--- src/rtl/core/b64_pkg.sv ---
// Shared types, constants and the character-to-sextet map of the Base64 decoder.
// Used by b64_decode, b64_result_fifo and base64_decoder; no other dependencies.
package b64_pkg;

  // Result queue sizing. One accepted character can cause at most three results.
  localparam int B64_MAX_RESULTS = 3;
  localparam int B64_FIFO_DEPTH  = 8;
  localparam int B64_PTR_W       = $clog2(B64_FIFO_DEPTH);
  localparam int B64_CNT_W       = $clog2(B64_FIFO_DEPTH + 1);

  // Character codes with a special meaning.
  localparam logic [7:0] CHAR_UPPER_A   = 8'h41;
  localparam logic [7:0] CHAR_UPPER_Z   = 8'h5a;
  localparam logic [7:0] CHAR_LOWER_A   = 8'h61;
  localparam logic [7:0] CHAR_LOWER_Z   = 8'h7a;
  localparam logic [7:0] CHAR_DIGIT_0   = 8'h30;
  localparam logic [7:0] CHAR_DIGIT_9   = 8'h39;
  localparam logic [7:0] CHAR_PLUS      = 8'h2b;
  localparam logic [7:0] CHAR_MINUS     = 8'h2d;
  localparam logic [7:0] CHAR_SLASH     = 8'h2f;
  localparam logic [7:0] CHAR_UNDERLINE = 8'h5f;
  localparam logic [7:0] CHAR_PAD       = 8'h3d;

  localparam logic [5:0] SEXTET_LOWER_BASE = 6'd26;
  localparam logic [5:0] SEXTET_DIGIT_BASE = 6'd52;
  localparam logic [5:0] SEXTET_PLUS       = 6'd62;
  localparam logic [5:0] SEXTET_SLASH      = 6'd63;

  // Group positions.
  localparam logic [1:0] GPOS_0 = 2'd0;
  localparam logic [1:0] GPOS_1 = 2'd1;
  localparam logic [1:0] GPOS_2 = 2'd2;
  localparam logic [1:0] GPOS_3 = 2'd3;

  typedef struct packed {
    logic [7:0] data_byte;
    logic       error;
    logic       message_done;
    logic       run_last;
  } result_t;

  // The results caused by one character, in order, and how many are valid.
  typedef struct packed {
    logic [1:0] count;
    result_t [B64_MAX_RESULTS-1:0] res;
  } bundle_t;

  typedef struct packed {
    logic       illegal;
    logic [5:0] value;
  } sextet_t;

  function automatic sextet_t sextet_of(input logic [7:0] c);
    sextet_t s;
    s.illegal = 1'b0;
    s.value   = 6'd0;
    if (c >= CHAR_UPPER_A && c <= CHAR_UPPER_Z) begin
      s.value = 6'(c - CHAR_UPPER_A);
    end else if (c >= CHAR_LOWER_A && c <= CHAR_LOWER_Z) begin
      s.value = 6'(c - CHAR_LOWER_A) + SEXTET_LOWER_BASE;
    end else if (c >= CHAR_DIGIT_0 && c <= CHAR_DIGIT_9) begin
      s.value = 6'(c - CHAR_DIGIT_0) + SEXTET_DIGIT_BASE;
    end else if (c == CHAR_PLUS || c == CHAR_MINUS) begin
      s.value = SEXTET_PLUS;
    end else if (c == CHAR_SLASH || c == CHAR_UNDERLINE) begin
      s.value = SEXTET_SLASH;
    end else begin
      s.illegal = 1'b1;
    end
    return s;
  endfunction

endpackage

--- src/rtl/core/b64_decode.sv ---
// Per-character decode step: group state registers and the logic that turns one
// character into up to three results. Depends on b64_pkg.
module b64_decode
  import b64_pkg::*;
(
  input  logic       clk,
  input  logic       rst_n,
  input  logic       step,
  input  logic [7:0] char_code,
  input  logic       message_end,
  output bundle_t    bundle
);

  logic [1:0]  gpos_r,   gpos_nxt;
  logic [17:0] acc_r,    acc_nxt;
  logic        padded_r, padded_nxt;
  logic        err_r,    err_nxt;

  sextet_t     sx;
  logic        pad;
  logic [23:0] word;
  logic [1:0]  nbytes;
  logic        raise_err;
  logic        clear;

  assign sx  = sextet_of(char_code);
  assign pad = (char_code == CHAR_PAD);

  always_comb begin
    gpos_nxt   = gpos_r;
    acc_nxt    = acc_r;
    padded_nxt = padded_r;
    err_nxt    = err_r;
    word       = 24'd0;
    nbytes     = 2'd0;
    raise_err  = 1'b0;
    clear      = 1'b0;

    if (step) begin
      if (err_r) begin
        // Rest of a failed message is dropped until its end.
        clear = message_end;
      end else if (!pad && sx.illegal) begin
        raise_err = 1'b1;
      end else begin
        case (gpos_r)
          GPOS_0: begin
            if (pad || message_end) begin
              raise_err = 1'b1;
            end else begin
              acc_nxt  = {12'd0, sx.value};
              gpos_nxt = GPOS_1;
            end
          end
          GPOS_1: begin
            if (pad) begin
              raise_err = 1'b1;
            end else if (message_end) begin
              word   = {acc_r[5:0], sx.value, 12'd0};
              nbytes = 2'd1;
              clear  = 1'b1;
            end else begin
              acc_nxt  = {6'd0, acc_r[5:0], sx.value};
              gpos_nxt = GPOS_2;
            end
          end
          GPOS_2: begin
            if (pad) begin
              if (message_end) begin
                word   = {acc_r[11:0], 12'd0};
                nbytes = 2'd1;
                clear  = 1'b1;
              end else begin
                padded_nxt = 1'b1;
                gpos_nxt   = GPOS_3;
              end
            end else if (message_end) begin
              word   = {acc_r[11:0], sx.value, 6'd0};
              nbytes = 2'd2;
              clear  = 1'b1;
            end else begin
              acc_nxt  = {acc_r[11:0], sx.value};
              gpos_nxt = GPOS_3;
            end
          end
          default: begin
            if (padded_r) begin
              if (!(pad && message_end)) begin
                raise_err = 1'b1;
              end else begin
                word   = {acc_r[11:0], 12'd0};
                nbytes = 2'd1;
                clear  = 1'b1;
              end
            end else if (pad) begin
              if (!message_end) begin
                raise_err = 1'b1;
              end else begin
                word   = {acc_r, 6'd0};
                nbytes = 2'd2;
                clear  = 1'b1;
              end
            end else begin
              word   = {acc_r, sx.value};
              nbytes = 2'd3;
              clear  = 1'b1;
            end
          end
        endcase
      end

      if (raise_err || clear) begin
        gpos_nxt   = GPOS_0;
        acc_nxt    = 18'd0;
        padded_nxt = 1'b0;
        err_nxt    = 1'b0;
      end
      if (raise_err) begin
        err_nxt = !message_end;
      end
    end
  end

  // Build the result bundle; bytes come out most significant first.
  always_comb begin
    bundle = '0;
    if (raise_err) begin
      bundle.count                 = 2'd1;
      bundle.res[0].data_byte      = 8'd0;
      bundle.res[0].error          = 1'b1;
      bundle.res[0].message_done   = 1'b1;
      bundle.res[0].run_last       = 1'b1;
    end else begin
      bundle.count = nbytes;
      for (int k = 0; k < B64_MAX_RESULTS; k++) begin
        bundle.res[k].data_byte    = word[23 - 8*k -: 8];
        bundle.res[k].error        = 1'b0;
        bundle.res[k].run_last     = (nbytes == 2'(k + 1));
        bundle.res[k].message_done = message_end && (nbytes == 2'(k + 1));
      end
    end
  end

  always_ff @(posedge clk) begin
    if (!rst_n) begin
      gpos_r   <= GPOS_0;
      acc_r    <= 18'd0;
      padded_r <= 1'b0;
      err_r    <= 1'b0;
    end else begin
      gpos_r   <= gpos_nxt;
      acc_r    <= acc_nxt;
      padded_r <= padded_nxt;
      err_r    <= err_nxt;
    end
  end

endmodule

--- src/rtl/core/b64_result_fifo.sv ---
// Result queue: takes up to three results per cycle and hands out one beat per
// cycle on the output channel while out_stall is low. Depends on b64_pkg.
module b64_result_fifo
  import b64_pkg::*;
(
  input  logic    clk,
  input  logic    rst_n,
  input  logic    push,
  input  bundle_t bundle,
  output logic    room,
  output logic    out_valid,
  input  logic    out_stall,
  output result_t out_res
);

  result_t              mem [B64_FIFO_DEPTH];
  logic [B64_PTR_W-1:0] wr_ptr_r, wr_ptr_nxt;
  logic [B64_PTR_W-1:0] rd_ptr_r, rd_ptr_nxt;
  logic [B64_CNT_W-1:0] cnt_r,    cnt_nxt;
  logic [1:0]           push_n;
  logic                 pop;

  assign push_n    = push ? bundle.count : 2'd0;
  assign out_valid = (cnt_r != '0);
  assign pop       = out_valid && !out_stall;
  assign out_res   = mem[rd_ptr_r];

  // Space for a full bundle must be there before a character is taken.
  assign room = (cnt_r <= B64_CNT_W'(B64_FIFO_DEPTH - B64_MAX_RESULTS));

  assign wr_ptr_nxt = wr_ptr_r + B64_PTR_W'(push_n);
  assign rd_ptr_nxt = rd_ptr_r + B64_PTR_W'(pop);
  assign cnt_nxt    = cnt_r + B64_CNT_W'(push_n) - B64_CNT_W'(pop);

  always_ff @(posedge clk) begin
    for (int k = 0; k < B64_MAX_RESULTS; k++) begin
      if (push_n > 2'(k)) begin
        mem[wr_ptr_r + B64_PTR_W'(k)] <= bundle.res[k];
      end
    end
  end

  always_ff @(posedge clk) begin
    if (!rst_n) begin
      wr_ptr_r <= '0;
      rd_ptr_r <= '0;
      cnt_r    <= '0;
    end else begin
      wr_ptr_r <= wr_ptr_nxt;
      rd_ptr_r <= rd_ptr_nxt;
      cnt_r    <= cnt_nxt;
    end
  end

endmodule

--- src/rtl/core/base64_decoder.sv ---
// Streaming Base64 decoder, standard and URL-safe alphabets together.
// Depends on b64_pkg, b64_decode and b64_result_fifo.
//
// Input channel: one character per beat (in_char_code, in_message_end) under
// in_valid / in_stall. Output channel: one decoded byte per beat with error,
// message_done and run_last flags under out_valid / out_stall.
// A character is decoded in the cycle it is taken; its results (none to three)
// land in an eight-entry result queue; if it was empty, the first one is on
// the output in the cycle after acceptance. The input takes one character
// per cycle as long as the queue has space for three more results, and the
// output gives one byte per cycle while out_stall is low. The queue depth
// sets how long the output can be stalled before in_stall rises: with the
// queue holding six or more results the input is stalled. A malformed
// message yields a single error beat; its remaining characters are consumed
// without results up to the end mark.
// Reset (rst_n low, synchronous) empties the queue and returns the group state
// to the start of a message.
module base64_decoder
  import b64_pkg::*;
(
  input  logic       clk,
  input  logic       rst_n,
  input  logic       in_valid,
  output logic       in_stall,
  input  logic [7:0] in_char_code,
  input  logic       in_message_end,
  output logic       out_valid,
  input  logic       out_stall,
  output logic [7:0] out_data_byte,
  output logic       out_error,
  output logic       out_message_done,
  output logic       out_run_last
);

  logic    room;
  logic    accept;
  bundle_t bundle;
  result_t head;

  assign in_stall = !room;
  assign accept   = in_valid && room;

  b64_decode u_decode (
    .clk         (clk),
    .rst_n       (rst_n),
    .step        (accept),
    .char_code   (in_char_code),
    .message_end (in_message_end),
    .bundle      (bundle)
  );

  b64_result_fifo u_fifo (
    .clk       (clk),
    .rst_n     (rst_n),
    .push      (accept),
    .bundle    (bundle),
    .room      (room),
    .out_valid (out_valid),
    .out_stall (out_stall),
    .out_res   (head)
  );

  assign out_data_byte    = head.data_byte;
  assign out_error        = head.error;
  assign out_message_done = head.message_done;
  assign out_run_last     = head.run_last;

endmodule
--- config.mk ---
export PLATFORM = sky130hd
export DESIGN_NAME = base64_decoder
export DESIGN_NICKNAME = d
export VERILOG_FILES = /design/src/rtl/core/b64_pkg.sv /design/src/rtl/core/b64_decode.sv /design/src/rtl/core/b64_result_fifo.sv /design/src/rtl/core/base64_decoder.sv
export SDC_FILE = /design/constraint.sdc
export NUM_CORES = 1
export LEC_CHECK = 0
export ABC_CLOCK_PERIOD_IN_PS = 5700
export BUFFER_PORTS_ARGS = -buffer_cell sky130_fd_sc_hd__buf_2
export CAP_MARGIN = 20
export CORE_MARGIN = 2
export CORE_UTILIZATION = 57
export CTS_CLUSTER_DIAMETER = 30
export DETAILED_ROUTE_END_ITERATION = 10
export PLACE_DENSITY = 0.74
export SLEW_MARGIN = 10
export SYNTH_ARGS = -nofsm -noshare
export SYNTH_HDL_FRONTEND = slang
export SYNTH_SLANG_ARGS = --single-unit
export TNS_END_PERCENT = 10
--- constraint.sdc ---
create_clock -name clk -period 5.7 [get_ports clk]
set_clock_uncertainty 0.2 [all_clocks]
set_input_delay 1.14 -clock clk [delete_from_list [all_inputs] [get_ports clk]]
set_output_delay 1.14 -clock clk [all_outputs]
set_load 0.01 [all_outputs]
==> results.ini <==
[global_routing]
antenna_found_initial = 0
grt_pass1_wl_um = 43300
grt.overflow.total = 0
first_global_vias = 7378
track_usage = 0.360
grt_max_degree = 29

[synth]
synth_area_leader_cell = edfxtp_1
postSynth.asyncResetShare = 0
synth_edf_count = 80
synth-seq-cells = 120
ys_seq_area_frac = 0.386
synth_cell_types = 92
syn_avg_cell_area_um2 = 10.2
syn-num-nets = 851
ys_top_cells_by_area = edfxtp_1, dfxtp_1, mux4_2, o221ai_1, ha_1
synth_area_um2 = 8290
yosys.area.top_type_share = 0.290
ys.flop_type = edfxtp_1
yosysWarnings = 0
synth_cells = 812

[route]
drc_errors = 0
vias_per_cell = 7.39
first_pass_iters = 5
drtIter0Drc = 931
vias = 7653
wirelength_um = 27800
drtAntennaViolNets = 0
avgRoutedWirePerCell_um = 26.9

[clocking]
max-clock-path-buffers = 2
clk_latency_ps = 430
htreeDepth = 4
post_cts_buffers = 0
postCtsHoldBufs = 0
cts_made_buffers = 17
cts.reportedPaths.clkPinSlew_ps = 50
cts_sinks = 120
cts_tree = done
cts_resized = 0
cts_root_buf = clkbuf_16

[sta]
drv_slew = 0
rsz0062_at_grt = no
clock.fmax_mhz = 222
setup_viol = 0
fin_tns_setup_ps = 0
post-route-period-util = 0.791
hold_violations = 0
tightest_slew_ps = 1130
final.min_clock_period_ps = 4510
setup_ws_ps = 1190
slew_headroom = 0.248
hold_ws_ps = 269

[setup_path]
cp_top_family = simple AND/OR/NAND/NOR gates
crit_slowest_cell = o31ai_4
worst_path_most_repeated_cell = ha_1
worst-path-buf-inv = 2
timing.rr.start = u_decode.gpos_r[0]
required_ps = 5790
path_max_fanout = 25
reg2reg_to = u_fifo.cnt_r[3]
path_cells = buf_2, ha_1, and2_1, nand2_1, o31ai_4, nor2_4, nor2_1, nand2_1, ha_1, inv_1, ha_1, a21o_1, a21oi_1, xnor2_1, nor2_1
arrival_ps = 4600
ff2ff_path_depth = 14
endpoint_kind = flop
cp_slowest_stage_delay_ps = 360
crit_type = in2reg
start_kind = input port
reg2reg_slack_ps = 1230

[floorplanning]
io_pins = 26
dieHeight_um = 125
fp.dieW_um = 125
num_rows = 44
dieArea_um2 = 15500
coreArea_um2 = 14400
initial_core_util = 0.577

[power_and_ir_drop]
leakage_uw = 0.00304
p_per_area_nw_per_um2 = 308
peakVddDrop_mv = 0.300

[final_layout]
diodes = 0
drive_above_1_share = 0.207
utilization = 0.644
layout_commonest_cell = edfxtp_1
final_cell_count_no_fill = 1035
finalNetCount = 877
nFillCells = 1137
syn_to_final_growth_pct = 11.5
final_cell_mix = edfxtp_1, nand2_1, nand3_1, dfxtp_1, o221ai_1

[place]
post-place-cells = 1002
globalplace.congestion = 1.02
portBuffers = 25
place.detailed.hpwl_um = 20500
dpl_worst_slack_ps = 764

[outcome]
status = finished, final reports clean

[hold_path]
min_from = u_fifo.mem[0][2]
min_to = u_fifo.mem[0][2]
hold_class = reg2reg
worstHoldPathCells = 2

[flow_run]
drv_cap = 0

==> worst reg2reg max path, delay by kind of cell, from the launching register on <==
family,cells,cell delay [ps]
fa+ha+maj,3,1500
compound gates,4,860
simple gates,4,750
buf+inv,2,510
flops,1,380
xor+xnor,1,140
==> per-stage QoR <==
| stage | total power (uW) | area [um2] |
|---|---|---|
| floorplan | 1580 | 8290 |
| global placement | 1790 | 8660 |
| detailed placement | 1810 | 8660 |
| CTS | 2840 | 9240 |
| global route | 2960 | 9250 |
| finish | 2840 | 9250 |
==> layer usage <==
layer,share of wire,global-route usage,up-vias
met2,0.48,0.577,536
met3,0.097,0.0722,95
met4,0.043,0.162,0
li1,-,-,3338
met5,0,0,-
met1,0.38,0.475,3684
==> where the power goes <==
group	total, uW	internal, uW	switching (uW)
registers	1050	996	54.7
logic	749	321	428
clock network	1040	651	393
==> worst max-delay path by stage <==
| stage | depth (start not counted) | end | slack (ps) | from |
|---|---|---|---|---|
| floorplan | 18 | u_fifo.cnt_r[3] | 1260 | in_char_code[3] |
| global placement | 16 | u_fifo.cnt_r[3] | 830 | in_char_code[1] |
| detailed placement | 16 | u_fifo.cnt_r[3] | 760 | in_char_code[1] |
| CTS | 16 | u_fifo.cnt_r[3] | 1210 | in_char_code[1] |
| global route | 16 | u_fifo.cnt_r[3] | 860 | in_char_code[1] |
| finish | 15 | u_fifo.cnt_r[3] | 1190 | in_char_code[3] |
==> final cells by class <==
type,count,area (um2),share of cell area
Timing Repair Buffer,60,385,0.0417
Sequential cell,120,3200,0.346
Inverter,26,97.6,0.0106
Clock buffer,26,542,0.0586
Clock inverter,6,36.3,0.00392
Multi-Input combinational cell,613,4750,0.514
Tap cell,184,230,0.0249
==> cell usage after synthesis, types with 5 or more instances <==
| cell type | n |
|---|---|
| a22o_1 | 6 |
| or3_1 | 6 |
| a21oi_1 | 32 |
| o31ai_1 | 7 |
| o22a_1 | 8 |
| o211ai_2 | 7 |
| o221ai_1 | 39 |
| nand2_1 | 74 |
| nor2_1 | 30 |
| a31oi_1 | 9 |
| nor4_2 | 10 |
| a21boi_1 | 7 |
| or4_1 | 5 |
| o221ai_2 | 7 |
| nor4_1 | 9 |
| mux2_2 | 11 |
| xnor2_1 | 7 |
| o2bb2ai_1 | 6 |
| ha_1 | 24 |
| mux4_2 | 22 |
| nand4_1 | 9 |
| a221oi_1 | 16 |
| nand3_1 | 40 |
| nor3_1 | 31 |
| o21a_1 | 7 |
| a21o_1 | 5 |
| buf_2 | 6 |
| o211ai_1 | 15 |
| a2bb2oi_1 | 9 |
| edfxtp_1 | 80 |
| clkbuf_1 | 35 |
| and2_1 | 17 |
| a22oi_1 | 9 |
| nand2b_1 | 7 |
| or4_4 | 6 |
| o21ai_0 | 24 |
| o21ai_1 | 6 |
| dfxtp_1 | 40 |
| inv_1 | 26 |
==> kinds of logic (layout without fill, tap and decap cells) <==
group | Yosys count | in the layout | synth area share
xor gates and xnor gates | 10 | 10 | 0.0106
adders and majority gates | 26 | 26 | 0.0410
muxes | 35 | 35 | 0.0771
AOI/OAI and AO/OA | 261 | 261 | 0.253
DFF | 120 | 120 | 0.386
and+or+nand+nor | 281 | 281 | 0.190
buffers and inverters | 79 | 118 | 0.0413
==> flip-flops by register name, summed over array words and instances (netlist names) <==
name	count
u_decode.acc_r	18
u_decode.err_r	1
u_decode.gpos_r	2
u_decode.padded_r	1
u_fifo.cnt_r	4
u_fifo.mem	88
u_fifo.rd_ptr_r	3
u_fifo.wr_ptr_r	3
(Power assumes the default switching activity.)
